`src/rtl/adaptive_range_splitter_macros.svh`:
```
// Assertion macros shared by the range splitter modules.
`ifndef ADAPTIVE_RANGE_SPLITTER_MACROS_SVH
`define ADAPTIVE_RANGE_SPLITTER_MACROS_SVH

// Same-cycle implication, checked outside reset.
`define ARS_ASSERT_IMP(label, clk, rst_n, ante, cons, msg) \
  label: assert property (@(posedge clk) disable iff (!rst_n) (ante) |-> (cons)) \
    else $error(msg);

// Next-cycle implication, checked outside reset.
`define ARS_ASSERT_NXT(label, clk, rst_n, ante, cons, msg) \
  label: assert property (@(posedge clk) disable iff (!rst_n) (ante) |=> (cons)) \
    else $error(msg);

`endif

```
`src/rtl/ars_pkg.sv`:
```
// Package with the constants, codes and control types of the range splitter.
`default_nettype none
package ars_pkg;

  localparam int WIN_DEPTH  = 8;
  localparam int PTR_W      = $clog2(WIN_DEPTH);
  localparam int BLK_LOG2   = 26;
  localparam int BUF_LOG2   = 24;
  localparam int ALIGN_LOG2 = 12;
  localparam int MAX_SUBS   = 16;
  localparam int RESULT_CAP = 16;
  localparam int SUB_CAP    = (MAX_SUBS < RESULT_CAP) ? MAX_SUBS : RESULT_CAP;

  localparam int ADDR_W      = 64;
  localparam int DATA_W      = 64;
  localparam int CNT_W       = 5;
  localparam int STATUS_W    = 2;
  localparam int SUB_LEN_W   = 25;
  localparam int BLK_IDX_W   = 38;
  localparam int SUB_IDX_W   = 4;
  localparam int OFF_W       = BLK_LOG2 + 1;

  localparam logic [OFF_W-1:0] BLK_SPAN = OFF_W'(1) << BLK_LOG2;
  localparam logic [OFF_W-1:0] BUF_SPAN = OFF_W'(1) << BUF_LOG2;
  localparam logic [CNT_W-1:0] SUB_CAP_V = CNT_W'(SUB_CAP);
  localparam logic [CNT_W-1:0] MAX_SUB_RESET = CNT_W'(8);

  localparam logic CMD_SPLIT  = 1'b0;
  localparam logic CMD_RECORD = 1'b1;

  localparam logic [STATUS_W-1:0] ST_OK          = 2'd0;
  localparam logic [STATUS_W-1:0] ST_BAD_SETTING = 2'd1;
  localparam logic [STATUS_W-1:0] ST_BAD_ARG     = 2'd2;

  typedef struct packed {
    logic capture;
    logic eval;
    logic emit;
  } ars_cmd_t;

  typedef struct packed {
    logic out_free;
    logic last_sub;
  } ars_stat_t;

endpackage
`default_nettype wire

```
`src/rtl/adaptive_range_splitter.sv`:
```
// Top level of the adaptive range splitter: controller and datapath.
//
//   channel   | handshake           | payload
//   ----------+---------------------+-----------------------------------------------
//   in        | in_valid/in_stall   | cmd, start_addr, stream_id, progress, count_value
//   out       | out_valid/out_stall | status, sub_start, sub_len, block_index, ...
//   cfg       | cfg_wr_en           | cfg_wr_data (max_sub_count)
//
// An item is captured, then evaluated, then emitted as n results with n from 1 to 4;
// the emit loop of the shared result register sends them and waits while out_stall holds.
// The window maximum is taken in the capture cycle from the eight stored counts.
// Reset is synchronous; in_stall is high during reset and clears on the clock edge after it.
// A stalled result holds in the output register while the next result waits.
`default_nettype none
module adaptive_range_splitter import ars_pkg::*; (
  input  logic                     clk,
  input  logic                     rst_n,
  input  logic                     cfg_wr_en,
  input  logic [CNT_W-1:0]         cfg_wr_data,
  input  logic                     in_valid,
  output logic                     in_stall,
  input  logic                     in_cmd,
  input  logic [ADDR_W-1:0]        in_start_addr,
  input  logic signed [DATA_W-1:0] in_stream_id,
  input  logic signed [DATA_W-1:0] in_progress,
  input  logic [CNT_W-1:0]         in_count_value,
  output logic                     out_valid,
  input  logic                     out_stall,
  output logic [STATUS_W-1:0]      out_status,
  output logic [ADDR_W-1:0]        out_sub_start,
  output logic [SUB_LEN_W-1:0]     out_sub_len,
  output logic [BLK_IDX_W-1:0]     out_block_index,
  output logic [SUB_IDX_W-1:0]     out_sub_index,
  output logic [CNT_W-1:0]         out_sub_count,
  output logic signed [DATA_W-1:0] out_stream_out,
  output logic signed [DATA_W-1:0] out_progress_out,
  output logic                     out_last
);

  ars_cmd_t  ctl_cmd;
  ars_stat_t ctl_stat;

  ars_ctrl u_ctrl (
    .clk      (clk),
    .rst_n    (rst_n),
    .in_valid (in_valid),
    .in_stall (in_stall),
    .ctl_stat (ctl_stat),
    .ctl_cmd  (ctl_cmd)
  );

  ars_datapath u_datapath (
    .clk              (clk),
    .rst_n            (rst_n),
    .ctl_cmd          (ctl_cmd),
    .ctl_stat         (ctl_stat),
    .cfg_wr_en        (cfg_wr_en),
    .cfg_wr_data      (cfg_wr_data),
    .in_cmd           (in_cmd),
    .in_start_addr    (in_start_addr),
    .in_stream_id     (in_stream_id),
    .in_progress      (in_progress),
    .in_count_value   (in_count_value),
    .out_valid        (out_valid),
    .out_stall        (out_stall),
    .out_status       (out_status),
    .out_sub_start    (out_sub_start),
    .out_sub_len      (out_sub_len),
    .out_block_index  (out_block_index),
    .out_sub_index    (out_sub_index),
    .out_sub_count    (out_sub_count),
    .out_stream_out   (out_stream_out),
    .out_progress_out (out_progress_out),
    .out_last         (out_last)
  );

endmodule
`default_nettype wire

```
`src/rtl/ars_ctrl.sv`:
```
// Controller state machine that sequences capture, evaluation and emission.
`default_nettype none
`include "adaptive_range_splitter_macros.svh"
module ars_ctrl import ars_pkg::*; (
  input  logic      clk,
  input  logic      rst_n,
  input  logic      in_valid,
  output logic      in_stall,
  input  ars_stat_t ctl_stat,
  output ars_cmd_t  ctl_cmd
);

  typedef enum logic [1:0] {
    S_IDLE,
    S_EVAL,
    S_EMIT
  } state_t;

  state_t state_r, state_nxt;
  logic   in_stall_r;

  always_comb begin
    ctl_cmd.capture = in_valid && !in_stall_r;
    ctl_cmd.eval    = (state_r == S_EVAL);
    ctl_cmd.emit    = (state_r == S_EMIT) && ctl_stat.out_free;
  end

  always_comb begin
    state_nxt = state_r;
    unique case (state_r)
      S_IDLE: begin
        if (ctl_cmd.capture) state_nxt = S_EVAL;
      end
      S_EVAL: begin
        state_nxt = S_EMIT;
      end
      S_EMIT: begin
        if (ctl_cmd.emit && ctl_stat.last_sub) state_nxt = S_IDLE;
      end
      default: begin
        state_nxt = S_IDLE;
      end
    endcase
  end

  always_ff @(posedge clk) begin
    if (!rst_n) begin
      state_r    <= S_IDLE;
      in_stall_r <= 1'b1;
    end else begin
      state_r    <= state_nxt;
      in_stall_r <= (state_nxt != S_IDLE);
    end
  end

  assign in_stall = in_stall_r;

  `ARS_ASSERT_NXT(a_capture_eval, clk, rst_n, ctl_cmd.capture, state_r == S_EVAL, "capture not followed by evaluation")
  `ARS_ASSERT_NXT(a_eval_emit, clk, rst_n, state_r == S_EVAL, state_r == S_EMIT && in_stall, "evaluation not followed by emission")
  `ARS_ASSERT_NXT(a_last_idle, clk, rst_n, ctl_cmd.emit && ctl_stat.last_sub, state_r == S_IDLE && !in_stall, "final result did not release the input")
  `ARS_ASSERT_IMP(a_capture_idle, clk, rst_n, ctl_cmd.capture, state_r == S_IDLE, "item taken while busy")

endmodule
`default_nettype wire

```
`src/rtl/ars_datapath.sv`:
```
// Datapath with the count window, request registers, split arithmetic and result register.
`default_nettype none
`include "adaptive_range_splitter_macros.svh"
module ars_datapath import ars_pkg::*; (
  input  logic                     clk,
  input  logic                     rst_n,
  input  ars_cmd_t                 ctl_cmd,
  output ars_stat_t                ctl_stat,
  input  logic                     cfg_wr_en,
  input  logic [CNT_W-1:0]         cfg_wr_data,
  input  logic                     in_cmd,
  input  logic [ADDR_W-1:0]        in_start_addr,
  input  logic signed [DATA_W-1:0] in_stream_id,
  input  logic signed [DATA_W-1:0] in_progress,
  input  logic [CNT_W-1:0]         in_count_value,
  output logic                     out_valid,
  input  logic                     out_stall,
  output logic [STATUS_W-1:0]      out_status,
  output logic [ADDR_W-1:0]        out_sub_start,
  output logic [SUB_LEN_W-1:0]     out_sub_len,
  output logic [BLK_IDX_W-1:0]     out_block_index,
  output logic [SUB_IDX_W-1:0]     out_sub_index,
  output logic [CNT_W-1:0]         out_sub_count,
  output logic signed [DATA_W-1:0] out_stream_out,
  output logic signed [DATA_W-1:0] out_progress_out,
  output logic                     out_last
);

  logic [CNT_W-1:0]    max_r;
  logic [CNT_W-1:0]    win_r [WIN_DEPTH];
  logic [PTR_W-1:0]    wp_r;
  logic                cmd_r;
  logic [ADDR_W-1:0]   addr_r;
  logic [DATA_W-1:0]   stream_r;
  logic [DATA_W-1:0]   prog_r;
  logic [CNT_W-1:0]    cv_r;
  logic [CNT_W-1:0]    wmax_r;
  logic [STATUS_W-1:0] stat_r;
  logic                single_r;
  logic [CNT_W-1:0]    cnt_r;
  logic [SUB_IDX_W-1:0] k_r;
  logic [OFF_W-1:0]    off_r;
  logic                out_valid_r;

  logic [CNT_W-1:0]    wmax_nxt;
  logic [STATUS_W-1:0] stat_nxt;
  logic                single_nxt;
  logic                rec_ok;
  logic [OFF_W-1:0]    off_nxt;
  logic [OFF_W-1:0]    size;
  logic [OFF_W-1:0]    rnd;
  logic [CNT_W-1:0]    cnt_raw;
  logic [CNT_W-1:0]    cnt_win;
  logic [CNT_W-1:0]    cnt_nxt;
  logic [OFF_W-1:0]    rem;
  logic [OFF_W-1:0]    len;

  always_comb begin
    wmax_nxt = '0;
    for (int i = 0; i < WIN_DEPTH; i++) begin
      if (win_r[i] > wmax_nxt) wmax_nxt = win_r[i];
    end
  end

  always_comb begin
    off_nxt = {1'b0, addr_r[BLK_LOG2-1:ALIGN_LOG2], {ALIGN_LOG2{1'b0}}};
    size    = BLK_SPAN - off_nxt;
    rnd     = size + BUF_SPAN - OFF_W'(1);
    cnt_raw = CNT_W'(rnd[OFF_W-1:BUF_LOG2]);
    cnt_win = (cnt_raw > wmax_r) ? wmax_r : cnt_raw;
    cnt_nxt = (cnt_win > SUB_CAP_V) ? SUB_CAP_V : cnt_win;
  end

  always_comb begin
    rec_ok     = 1'b0;
    single_nxt = 1'b1;
    stat_nxt   = ST_OK;
    if (cmd_r == CMD_RECORD) begin
      if (cv_r > max_r) begin
        stat_nxt = ST_BAD_ARG;
      end else begin
        rec_ok = 1'b1;
      end
    end else if (max_r == '0) begin
      stat_nxt = ST_BAD_SETTING;
    end else if (wmax_r == '0 || wmax_r > max_r) begin
      stat_nxt = ST_BAD_SETTING;
    end else if (addr_r == '1 || stream_r == '1) begin
      stat_nxt = ST_BAD_ARG;
    end else begin
      single_nxt = 1'b0;
    end
  end

  always_comb begin
    rem = BLK_SPAN - off_r;
    len = (rem > BUF_SPAN) ? BUF_SPAN : rem;
  end

  always_comb begin
    ctl_stat.out_free = !out_valid_r || !out_stall;
    ctl_stat.last_sub = single_r || ((CNT_W'(k_r) + CNT_W'(1)) == cnt_r);
  end

  always_ff @(posedge clk) begin
    if (!rst_n) begin
      max_r       <= MAX_SUB_RESET;
      wp_r        <= '0;
      out_valid_r <= 1'b0;
      for (int i = 0; i < WIN_DEPTH; i++) begin
        win_r[i] <= MAX_SUB_RESET;
      end
    end else begin
      if (cfg_wr_en) max_r <= cfg_wr_data;
      if (ctl_cmd.eval && rec_ok) begin
        win_r[wp_r] <= cv_r;
        wp_r        <= (wp_r == PTR_W'(WIN_DEPTH - 1)) ? '0 : wp_r + PTR_W'(1);
      end
      if (ctl_cmd.emit) begin
        out_valid_r <= 1'b1;
      end else if (!out_stall) begin
        out_valid_r <= 1'b0;
      end
    end
  end

  always_ff @(posedge clk) begin
    if (ctl_cmd.capture) begin
      cmd_r    <= in_cmd;
      addr_r   <= in_start_addr;
      stream_r <= in_stream_id;
      prog_r   <= in_progress;
      cv_r     <= in_count_value;
      wmax_r   <= wmax_nxt;
    end
    if (ctl_cmd.eval) begin
      stat_r   <= stat_nxt;
      single_r <= single_nxt;
      cnt_r    <= cnt_nxt;
      k_r      <= '0;
      off_r    <= off_nxt;
    end
    if (ctl_cmd.emit) begin
      k_r   <= k_r + SUB_IDX_W'(1);
      off_r <= off_r + len;
      if (single_r) begin
        out_status       <= stat_r;
        out_sub_start    <= '0;
        out_sub_len      <= '0;
        out_block_index  <= '0;
        out_sub_index    <= '0;
        out_sub_count    <= '0;
        out_stream_out   <= '0;
        out_progress_out <= '0;
        out_last         <= 1'b1;
      end else begin
        out_status       <= ST_OK;
        out_sub_start    <= {addr_r[ADDR_W-1:BLK_LOG2], off_r[BLK_LOG2-1:0]};
        out_sub_len      <= len[SUB_LEN_W-1:0];
        out_block_index  <= addr_r[ADDR_W-1:BLK_LOG2];
        out_sub_index    <= k_r;
        out_sub_count    <= cnt_r;
        out_stream_out   <= stream_r;
        out_progress_out <= prog_r;
        out_last         <= ctl_stat.last_sub;
      end
    end
  end

  assign out_valid = out_valid_r;

  `ARS_ASSERT_IMP(a_err_last, clk, rst_n, out_valid_r && out_status != ST_OK, out_last, "error result without last")
  `ARS_ASSERT_IMP(a_idx_bound, clk, rst_n, out_valid_r && !out_last, (CNT_W'(out_sub_index) + CNT_W'(1)) < out_sub_count, "sub index past count")
  `ARS_ASSERT_IMP(a_in_block, clk, rst_n, ctl_cmd.emit && !single_r, off_r[BLK_LOG2] == 1'b0, "sub-request crosses block boundary")

endmodule
`default_nettype wire
```
`config.mk`:
```
export PLATFORM = sky130hd
export DESIGN_NAME = adaptive_range_splitter
export DESIGN_NICKNAME = d
export VERILOG_FILES = /design/src/rtl/ars_pkg.sv /design/src/rtl/adaptive_range_splitter.sv /design/src/rtl/ars_ctrl.sv /design/src/rtl/ars_datapath.sv
export VERILOG_INCLUDE_DIRS = /design/src /design/src/rtl
export SDC_FILE = /design/constraint.sdc
export NUM_CORES = 1
export LEC_CHECK = 0
export BUFFER_PORTS_ARGS = -buffer_cell sky130_fd_sc_hd__buf_2
export CAP_MARGIN = 30
export CORE_UTILIZATION = 47
export CTS_BUF_LIST = sky130_fd_sc_hd__clkbuf_8
export DETAILED_ROUTE_END_ITERATION = 6
export GPL_TIMING_DRIVEN = 0
export PLACE_DENSITY = 0.7
export SYNTH_ARGS = -nofsm -noshare
export SYNTH_HDL_FRONTEND = slang
export SYNTH_SLANG_ARGS = --single-unit
```
`constraint.sdc`:
```
create_clock -name clk -period 35.5 [get_ports clk]
set_input_delay 5.325 -clock clk [delete_from_list [all_inputs] [get_ports clk]]
set_output_delay 5.325 -clock clk [all_outputs]
set_load 0.01 [all_outputs]
```
# After elaboration in Yosys (flattened, before gate mapping)
# Memories as Yosys holds them, arrays and structs flattened.
# Index checks and enable logic that the tools add are counted.
# op_classes
add_sub_neg	8
order_cmp	13
n_eq_ne	7
mux	35
n_reduce_logical	18
# ops
op	count
$eq A64 B64 Y1 const B	2
$mux W27	3
$mux W5	10
$gt A5 B5 Y1	9
$add A27 B25 Y27 const B	1
$add A27 B27 Y27	1
$gt A27 B25 Y1 const B	1
$sub A27 B1 Y27 const B	1
$sub A27 B26 Y27 const A	1
$sub A27 B27 Y27 const A	1
$mux W2	7
$logic_not A5 Y1	2
$mux W1	10
$mux W4	2
$mux W3	2
$pmux W2 S3	1
$add A4 B1 Y5 const B	1
$eq A5 B5 Y1	1
$gt A3 B5 Y1	1
$gt A5 B1 Y1 const B	1
$gt A5 B5 Y1 const B	1
$reduce_or A5 Y1	1
$add A4 B1 Y4 const B	1
$logic_and A1 B1 Y1	4
10 further kinds	16
# word_totals
regBits	521
mem_bits_rw	40
in_bits	208
out_inout_bits	269
wordCells	107
mem_count	1
# memory_table
memory	depth	width	read_ports	rd_ports_with_merged_regs	wr	line_no	rtl
u_datapath.win_r	8	5	8	0	8	ars_datapath.sv:30	logic [CNT_W-1:0] win_r [WIN_DEPTH];

# Depth between registers and ports, before layout
# Gate-level depths: netlist of the first run.
# An unclocked memory read counts as a cell.
# logic_depth
ltp_word	17
mapped_depth	61
depth_no_buf	61

# Cells and area by module
# From an unflattened synthesis of the first run, not the netlist that was laid out.
# unflattened
cells_unflattened	1676
hier_area_um2	22850.7
# modules_own_cells
mod	n_inst	cells_per_inst	area_each_um2	seq_area_each_um2
ars_datapath	1	1660	22706.8	15524.9
ars_ctrl	1	16	143.9	60.1

# Least setup slack after synthesis of the first run
# OpenSTA, ideal clock, no wires.
# synth_timing
path_kind	input to register
startpoint	input in_valid
endpoint	register u_ctrl.in_stall_r, in the netlist u_ctrl.in_stall
setup_ns	0.063
t_arrival_ns	15.177
t_required_ns	35.437
path_slack_ns	20.259
path_stages	3
n_path_buf	0
path_cell_list	nor2b_1 > and3_1 > nand3b_1
# synth_via
elab_chain_cells	4
# synth_rtl
element	line_no	rtl
from (decl)	adaptive_range_splitter.sv:20	input logic in_valid,
$logic_and A1 B1 Y1	ars_ctrl.sv:23	ctl_cmd.capture = in_valid && !in_stall_r;
$mux W2	ars_ctrl.sv:32	if (ctl_cmd.capture) state_nxt = S_EVAL;
$pmux W2 S3	ars_ctrl.sv:30	unique case (state_r)
$reduce_bool A2 Y1	ars_ctrl.sv:52	in_stall_r <= (state_nxt != S_IDLE);
to (signal assigned)	ars_ctrl.sv:52	
to (decl)	ars_ctrl.sv:20	logic in_stall_r;
# No other way between the ends.
# A chain may end at the register's enable or synchronous reset.

==> key figures, run 1 <==
Timing
  • Headroom to the max-slew limit: 0.321
  • Final worst slack: 24.05 ns
  • Pins Over Slew Limit: 0
  • Worst Clk Skew: approximately 0.032 ns
  • Total setup violations reported at the end of the flow: 0
  • Aggregate negative setup slack: 0 ns
  • Crit share post-route: 0.323
  • Fmax: 87.3 MHz
  • Count of endpoints failing hold in the final timing report: 0
  • Setup repair after global routing missed its margin: no
  • Transition time at the pin with the least slew margin: a little over 1 ns
  • Tmin final: 11.45 ns

Synthesis
  • Cell count after synthesis: 1666
  • Number of warnings reported in the yosys synthesis log: 0
  • Main area contributors after synthesis: sky130_fd_sc_hd__edfxtp_1, sky130_fd_sc_hd__nor2b_1, sky130_fd_sc_hd__ha_1
  • Most frequent cell after synthesis: sky130_fd_sc_hd__edfxtp_1
  • Count of cell types in the netlist: 86
  • Seq cells post-synth: roughly 520
  • Flip-flop cell with the highest count after synthesis: sky130_fd_sc_hd__edfxtp_1
  • Portion of synthesized cell area occupied by the leading cell type: 0.672
  • FFs w/ async S/R, synth: 0
  • Mean post-synth cell area: roughly 14 µm²
  • Seq/Total Area, Yosys: 0.682
  • Cell type with the highest aggregate area in the netlist: sky130_fd_sc_hd__edfxtp_1
  • EDFF count, synth: a little over 500
  • Netlist area before placement: 22800 µm²
  • Top cell types by occurrence after synthesis: sky130_fd_sc_hd__edfxtp_1, sky130_fd_sc_hd__nor2b_1, sky130_fd_sc_hd__nor2_1

Cells and area
  • Fraction of the core area covered by cells at the end of the flow: 0.581
  • Ratio of cells with drive above 1 in the final layout: 0.297
  • Layout net count: 2509
  • Area overhead of the layout relative to synthesis: 21.7%

Power and ir drop
  • PnR Total Power: 1.34 mW
  • Power per cell area: 48.0 nW/µm²
  • Leak Pwr: 10.7 nW
  • Worst vdd ir: 0.0368 mV

CTS
  • Post-CTS sizing: 0
  • Skew-Pair Late Insertion Delay: 0.67 ns
  • Number of CTS-inserted buffers: 87
  • CTS tree: done
  • Clock transition at the register clock pins on the worst setup and hold paths after CTS: 0.06 ns
  • CTS Hold Buffers Added: 0
  • Num Clock Sinks: 523
  • Number of buffers between clock root and the deepest sink: 3
  • Total number of H-tree levels: 3
  • Postcts setup bufs: 0
  • Buffer type at the clock tree root: sky130_fd_sc_hd__clkbuf_8

Floorplan
  • Die Y-Extent: about 220 µm
  • Placement row count: 80
  • Die Area: around 50000 µm²
  • Horizontal die dimension: 222 µm
  • Standard cell core area: roughly 48000 µm²
  • Starting Density: 0.477
  • Top-level I/O count: between 400 and 500

Hold path
  • Hold wc startpoint: u_datapath.prog_r[31]$_DFFE_PP_
  • Type of the tightest min-delay check: register to register
  • Hold-critical path depth: 1

Placement
  • Total half-perimeter wirelength after legalization and detailed placement: 43900 µm
  • Final weighted congestion in routability-driven placement: 0.936
  • Place WS: 24.19 ns
  • Number of port buffers: 475

Drt
  • Routed vias: roughly 15000
  • Total detailed-routing wirelength: ~59000 µm
  • DR pass1 iterations: 6
  • Remaining number of nets flagged by the antenna check after routing: 0
  • DRC viols: 0
  • Number of vias per cell after detailed routing: 5.24
  • Detail-routed net length per standard cell: 20.2 µm
  • Detailed Route Iter0 Violations: between 1000 and 1500

Run status
  • Status: completed

Critical path
  • Setup slack of the worst register-to-register path: 24.05 ns
  • FF-to-FF Start: u_datapath.win_r[1][1]$_SDFFCE_PN0P_
  • Library cell appearing most often on the critical path: sky130_fd_sc_hd__o21a_1
  • CP endpoint kind: register
  • CP Launch Type: register
  • Setup CP Type: register to register
  • Worst-path cell with the longest stage delay: sky130_fd_sc_hd__a31oi_1
  • Family with the most delay on the worst path: compound AO/OA/AOI/OAI gates
  • WP buf/inv: 3
  • Data arrival time at the worst-slack endpoint: 11.86 ns
  • Crit. path cell count: between 50 and 60
  • Capture point of the critical path: u_datapath.wmax_r[0]$_DFFE_PP_
  • Crit Reg-Reg Endpoint: u_datapath.wmax_r[0]$_DFFE_PP_
  • Worst setup path start: u_datapath.win_r[1][1]$_SDFFCE_PN0P_
  • Required time worst endpoint: 35.91 ns
  • Critical path fanouts, max: 9
  • Delay of the slowest cell on the worst path: ~0.50 ns
  • Worst-case reg-to-reg path depth: 58

GRT
  • Global-route wire length before repair: 88300 µm
  • Number of antenna violations at the first check in global routing: 9
  • Overflow left after global routing: 0
  • Overall Global Routing Usage: 0.236
  • Vias in the first global route: 15400
  • Pin count of the biggest net entering global routing: 133

Flow run
  • Max-cap viol count: 0
[sequential cells by signal, indices dropped and copies added, names as in the netlist, 4 cells and up]
name,count
u_datapath.out_sub_len,25
u_datapath.off_r,27
u_datapath.cnt_r,5
u_datapath.out_progress_out,64
u_datapath.out_sub_index,4
u_datapath.prog_r,64
u_datapath.addr_r,64
u_datapath.stream_r,64
u_datapath.wmax_r,5
u_datapath.max_r,5
u_datapath.k_r,4
u_datapath.out_stream_out,64
u_datapath.cv_r,5
u_datapath.out_sub_start,26
u_datapath.win_r,40
u_datapath.out_sub_count,5
u_datapath.out_block_index,38
[logic make-up (layout without fill, tap and decap cells)]
family / count (synthesis) / after routing / share of synthesized area
adders and majority gates: 59 / 59 / 0.0323
DFF: 523 / 523 / 0.682
buffers and inverters: 164 / 806 / 0.0341
xor gates and xnor gates: 39 / 39 / 0.0150
and+or+nand+nor: 629 / 629 / 0.155
AOI/OAI and AO/OA: 205 / 205 / 0.0604
other: 1 / 8 / 0.000164
muxes: 46 / 46 / 0.0210
[report_power, final]
part	switching (mW)	total [mW]	internal [mW]
registers	0.0121	0.717	0.705
logic	0.0750	0.131	0.0561
clock network	0.242	0.487	0.245
[through the flow]
step	hold WS, ns	instance area, µm²	cells
global placement	0.503	26000	2758
detailed placement	0.518	26200	2768
global route	0.542	27800	2930
floorplan	0.483	22800	1668
CTS	0.529	27800	2925
finish	0.526	27800	2930
[per-layer routing]
metal  vias to the layer above  track usage  part of all wire  routed length, µm
li1                       7284            -                 -                  -
met1                      7396        0.295              0.41              23900
met2                       531        0.397              0.50              29500
met3                       135       0.0545             0.059               3470
met4                         6       0.0925             0.035               2090
met5                         -            0           0.00073                 43
[worst min path at each step]
| stage | end | slack [ns] |
|---|---|---|
| after floorplan | u_datapath.max_r[4]$_SDFFE_PN0P_ | 0.48 |
| after global placement | u_datapath.max_r[4]$_SDFFE_PN0P_ | 0.50 |
| after detailed placement | u_datapath.out_progress_out[61]$_SDFFCE_PP0P_ | 0.52 |
| after CTS | u_datapath.out_progress_out[31]$_SDFFCE_PP0P_ | 0.53 |
| after global routing | u_datapath.out_progress_out[31]$_SDFFCE_PP0P_ | 0.54 |
| final | u_datapath.out_progress_out[31]$_SDFFCE_PP0P_ | 0.53 |
[cell usage in the layout (no fill, tap or decap), types with 5 or more instances in the layout]
cell type	Yosys	routed
sky130_fd_sc_hd__nand3_1	22	22
sky130_fd_sc_hd__nor3_1	29	29
sky130_fd_sc_hd__a21o_1	7	7
sky130_fd_sc_hd__inv_1	51	73
sky130_fd_sc_hd__clkbuf_1	57	57
sky130_fd_sc_hd__diode_2	0	5
sky130_fd_sc_hd__xnor2_1	26	26
sky130_fd_sc_hd__mux2i_1	31	31
sky130_fd_sc_hd__a22oi_1	6	6
sky130_fd_sc_hd__dfxtp_1	12	12
sky130_fd_sc_hd__buf_2	13	488
sky130_fd_sc_hd__clkinv_2	0	13
sky130_fd_sc_hd__nor2_1	99	99
sky130_fd_sc_hd__nand2b_1	22	22
sky130_fd_sc_hd__clkbuf_8	0	87
sky130_fd_sc_hd__edfxtp_1	511	511
sky130_fd_sc_hd__o21ai_0	55	55
sky130_fd_sc_hd__buf_4	39	40
sky130_fd_sc_hd__nand4_1	48	48
sky130_fd_sc_hd__nor4_1	24	24
sky130_fd_sc_hd__nand2_1	68	68
sky130_fd_sc_hd__clkinvlp_4	0	5
sky130_fd_sc_hd__a21oi_1	35	35
sky130_fd_sc_hd__o21ai_1	13	13
sky130_fd_sc_hd__buf_12	0	5
sky130_fd_sc_hd__nor2b_1	219	218
sky130_fd_sc_hd__ha_1	59	59
sky130_fd_sc_hd__and3_1	20	20
sky130_fd_sc_hd__mux2_2	14	14
sky130_fd_sc_hd__xor2_1	13	13
sky130_fd_sc_hd__o31a_1	5	5
sky130_fd_sc_hd__a31oi_1	12	12
sky130_fd_sc_hd__o21a_1	18	18
sky130_fd_sc_hd__and2_1	33	33
sky130_fd_sc_hd__clkinv_1	1	25
sky130_fd_sc_hd__or3_1	16	16
[cell type report]
cell class,instances,area [µm²]
sequential,523,15600
multi-input combinational,981,6490
clock buffer,87,1200
clock inverter,70,368
antenna,5,12.5
inverter,52,203
timing repair buffer,485,2580
buffer,112,583
tap,615,769
fill,3934,20100
Note: power is estimated with default switching activity, not from simulation.
==> run 2: changes to the inputs <==
- clock period: 35.5 -> 11.95 ns (I/O delays scaled with it)
==> key figures, run 2 (synthesis results as in run 1) <==
Cells and area
  • Filler cell count in the final layout: 3933 (-0.025%)
  • Most used cells in the layout excluding fill and tap cells: sky130_fd_sc_hd__edfxtp_1, sky130_fd_sc_hd__buf_2, sky130_fd_sc_hd__nor2b_1
  • Fraction of the core area covered by cells at the end of the flow: 0.581 (about the same)
  • Area of the multi-input gates: 6510 µm² (+0.27%)
  • Layout net count: 2509 (unchanged)
  • Area taken by flip-flops and latches: 15600 µm² (unchanged)
  • Most frequent standard cell in the layout excluding fill and tap cells: sky130_fd_sc_hd__edfxtp_1
  • Area overhead of the layout relative to synthesis: 21.8% (about the same)
  • Ratio of cells with drive above 1 in the final layout: 0.298 (+0.00130)

CTS
  • Number of CTS-inserted buffers: 87 (unchanged)
  • CTS tree: done
  • Total number of H-tree levels: 3 (unchanged)
  • CTS Hold Buffers Added: 0 (unchanged)
  • Post-CTS sizing: 0 (unchanged)
  • Number of buffers between clock root and the deepest sink: 3 (unchanged)
  • Postcts setup bufs: 0 (unchanged)
  • Skew-Pair Late Insertion Delay: 0.67 ns (about the same)
  • Buffer type at the clock tree root: sky130_fd_sc_hd__clkbuf_8
  • Num Clock Sinks: 523 (unchanged)
  • Clock transition at the register clock pins on the worst setup and hold paths after CTS: 0.06 ns (about the same)

Power and ir drop
  • Worst vdd ir: 0.109 mV (+200%)
  • Power per cell area: 143 nW/µm² (+200%)
  • Leak Pwr: 10.7 nW (about the same)
  • PnR Total Power: 3.97 mW (+200%)

Floorplan
  • Horizontal die dimension: 222 µm (unchanged)
  • Top-level I/O count: 477 (unchanged)
  • Die Y-Extent: 222 µm (unchanged)
  • Placement row count: 80 (unchanged)
  • Starting Density: 0.477 (unchanged)
  • Die Area: 49500 µm² (unchanged)
  • Standard cell core area: 47800 µm² (unchanged)

Timing
  • Crit share post-route: 0.932 (+0.609)
  • Setup repair after global routing missed its margin: no
  • Worst Clk Skew: 0.0305 ns (-0.00198 ns)
  • Final worst slack: 0.818 ns (-23.23 ns)
  • Total setup violations reported at the end of the flow: 0 (unchanged)
  • Fmax: 89.8 MHz (+2.9%)
  • Pins Over Slew Limit: 0 (unchanged)
  • Min Hold Slack: 0.525 ns (-0.000547 ns)
  • Transition time at the pin with the least slew margin: 1.02 ns (+0.0156 ns)
  • Aggregate negative setup slack: 0 ns (unchanged)
  • Tmin final: 11.13 ns (-0.321 ns)
  • Headroom to the max-slew limit: 0.311 (-0.0105)
  • Count of endpoints failing hold in the final timing report: 0 (unchanged)

Critical path
  • Worst-path cell with the longest stage delay: sky130_fd_sc_hd__a31oi_1
  • Delay of the slowest cell on the worst path: 0.43 ns (-0.07 ns)
  • Library cell appearing most often on the critical path: sky130_fd_sc_hd__o21a_1
  • Data arrival time at the worst-slack endpoint: 11.54 ns (-0.32 ns)
  • Critical path fanouts, max: 9 (unchanged)
  • CP Launch Type: register
  • Setup CP Type: register to register
  • Required time worst endpoint: 12.35 ns (-23.56 ns)
  • CP endpoint kind: register

Drt
  • Total detailed-routing wirelength: 59000 µm (about the same)
  • Remaining number of nets flagged by the antenna check after routing: 0 (unchanged)
  • Detailed Route Iter0 Violations: 1253 (+3.9%)
  • DRC viols: 0 (unchanged)
  • Number of vias per cell after detailed routing: 5.24 (about the same)
  • Routed vias: 15400 (+0.072%)
  • DR pass1 iterations: 6 (unchanged)
  • Detail-routed net length per standard cell: 20.2 µm (about the same)

GRT
  • Global routing met3 resource utilization: 0.0545 (unchanged)
  • Overflow left after global routing: 0 (unchanged)
  • Global routing's busiest layer: met2
  • Global-route wire length before repair: 88300 µm (unchanged)
  • Pin count of the biggest net entering global routing: 133 (unchanged)
  • Met2 usage in global routing: 0.397 (unchanged)
  • Global routing met1 resource utilization: 0.295 (unchanged)
  • Vias in the first global route: 15400 (unchanged)
  • Overall Global Routing Usage: 0.236 (unchanged)
  • Number of antenna violations at the first check in global routing: 9 (unchanged)

Hold path
  • Type of the tightest min-delay check: register to register

Placement
  • Final weighted congestion in routability-driven placement: 0.936 (unchanged)
  • Place WS: 0.638 ns (-23.55 ns)
  • Number of port buffers: 475 (unchanged)
  • Total half-perimeter wirelength after legalization and detailed placement: 43900 µm (unchanged)

Flow run
  • Max-cap viol count: 0 (unchanged)

Run status
  • Status: completed
[run 2: cell counts in the layout (fill, tap and decap cells not counted)]
No cell type changed its count.
[run 2: cell type report]
| class | count | area share |
|---|---|---|
| flip-flops and latches | 523 | 0.560 |
| multi-input cells | 981 | 0.234 |
| repair buffers | 485 | 0.0929 |
| clock buffers | 87 | 0.0431 |
| well taps | 615 | 0.0277 |
| plain buffers | 112 | 0.0210 |
| clock inverters | 70 | 0.0132 |
| inverters | 52 | 0.00729 |
| diodes | 5 | 0.000450 |
[run 2: path summary, 6_finish.rpt]
path / end / slack (ns) / cells past startpoint / startpoint
setup / recovery: u_datapath.wmax_r[0]$_DFFE_PP_ / 0.82 / 58 / u_datapath.win_r[1][1]$_SDFFCE_PN0P_
hold / removal: u_datapath.out_progress_out[31]$_SDFFCE_PP0P_ / 0.53 / 1 / u_datapath.prog_r[31]$_DFFE_PP_
setup reg to reg: u_datapath.wmax_r[0]$_DFFE_PP_ / 0.82 / 58 / u_datapath.win_r[1][1]$_SDFFCE_PN0P_
hold reg to reg: u_datapath.out_progress_out[31]$_SDFFCE_PP0P_ / 0.53 / 1 / u_datapath.prog_r[31]$_DFFE_PP_
[run 2: worst max-delay path: cells and delay by family, from the launching register on]
| family | cells | cell delay [ns] |
|---|---|---|
| buffers and inverters | 3 | 0.20 |
| flip-flops | 1 | 0.40 |
| AND/OR/NAND/NOR | 13 | 1.50 |
| adder cells (fa/ha/maj) | 7 | 2.08 |
| AO/OA/AOI/OAI | 29 | 5.07 |
| multiplexers | 6 | 1.61 |
[run 2: metal layers]
layer,vias up,wire (µm),part of all wire
met2,540,29600,0.50
met3,131,3630,0.061
met1,7403,23800,0.40
met5,-,43,0.00073
met4,6,2030,0.034
li1,7283,-,-
[run 2: through the flow]
step,instance area (µm²),cells
after global routing,27800,2930
final,27800,2930
after global placement,26000,2758
after floorplan,22800,1668
after detailed placement,26200,2768
after CTS,27800,2925
[run 2: power breakdown]
part           internal, mW  switching [mW]
combinational         0.169           0.224
sequential             2.09          0.0358
clock                 0.727           0.718
total                  2.99           0.978
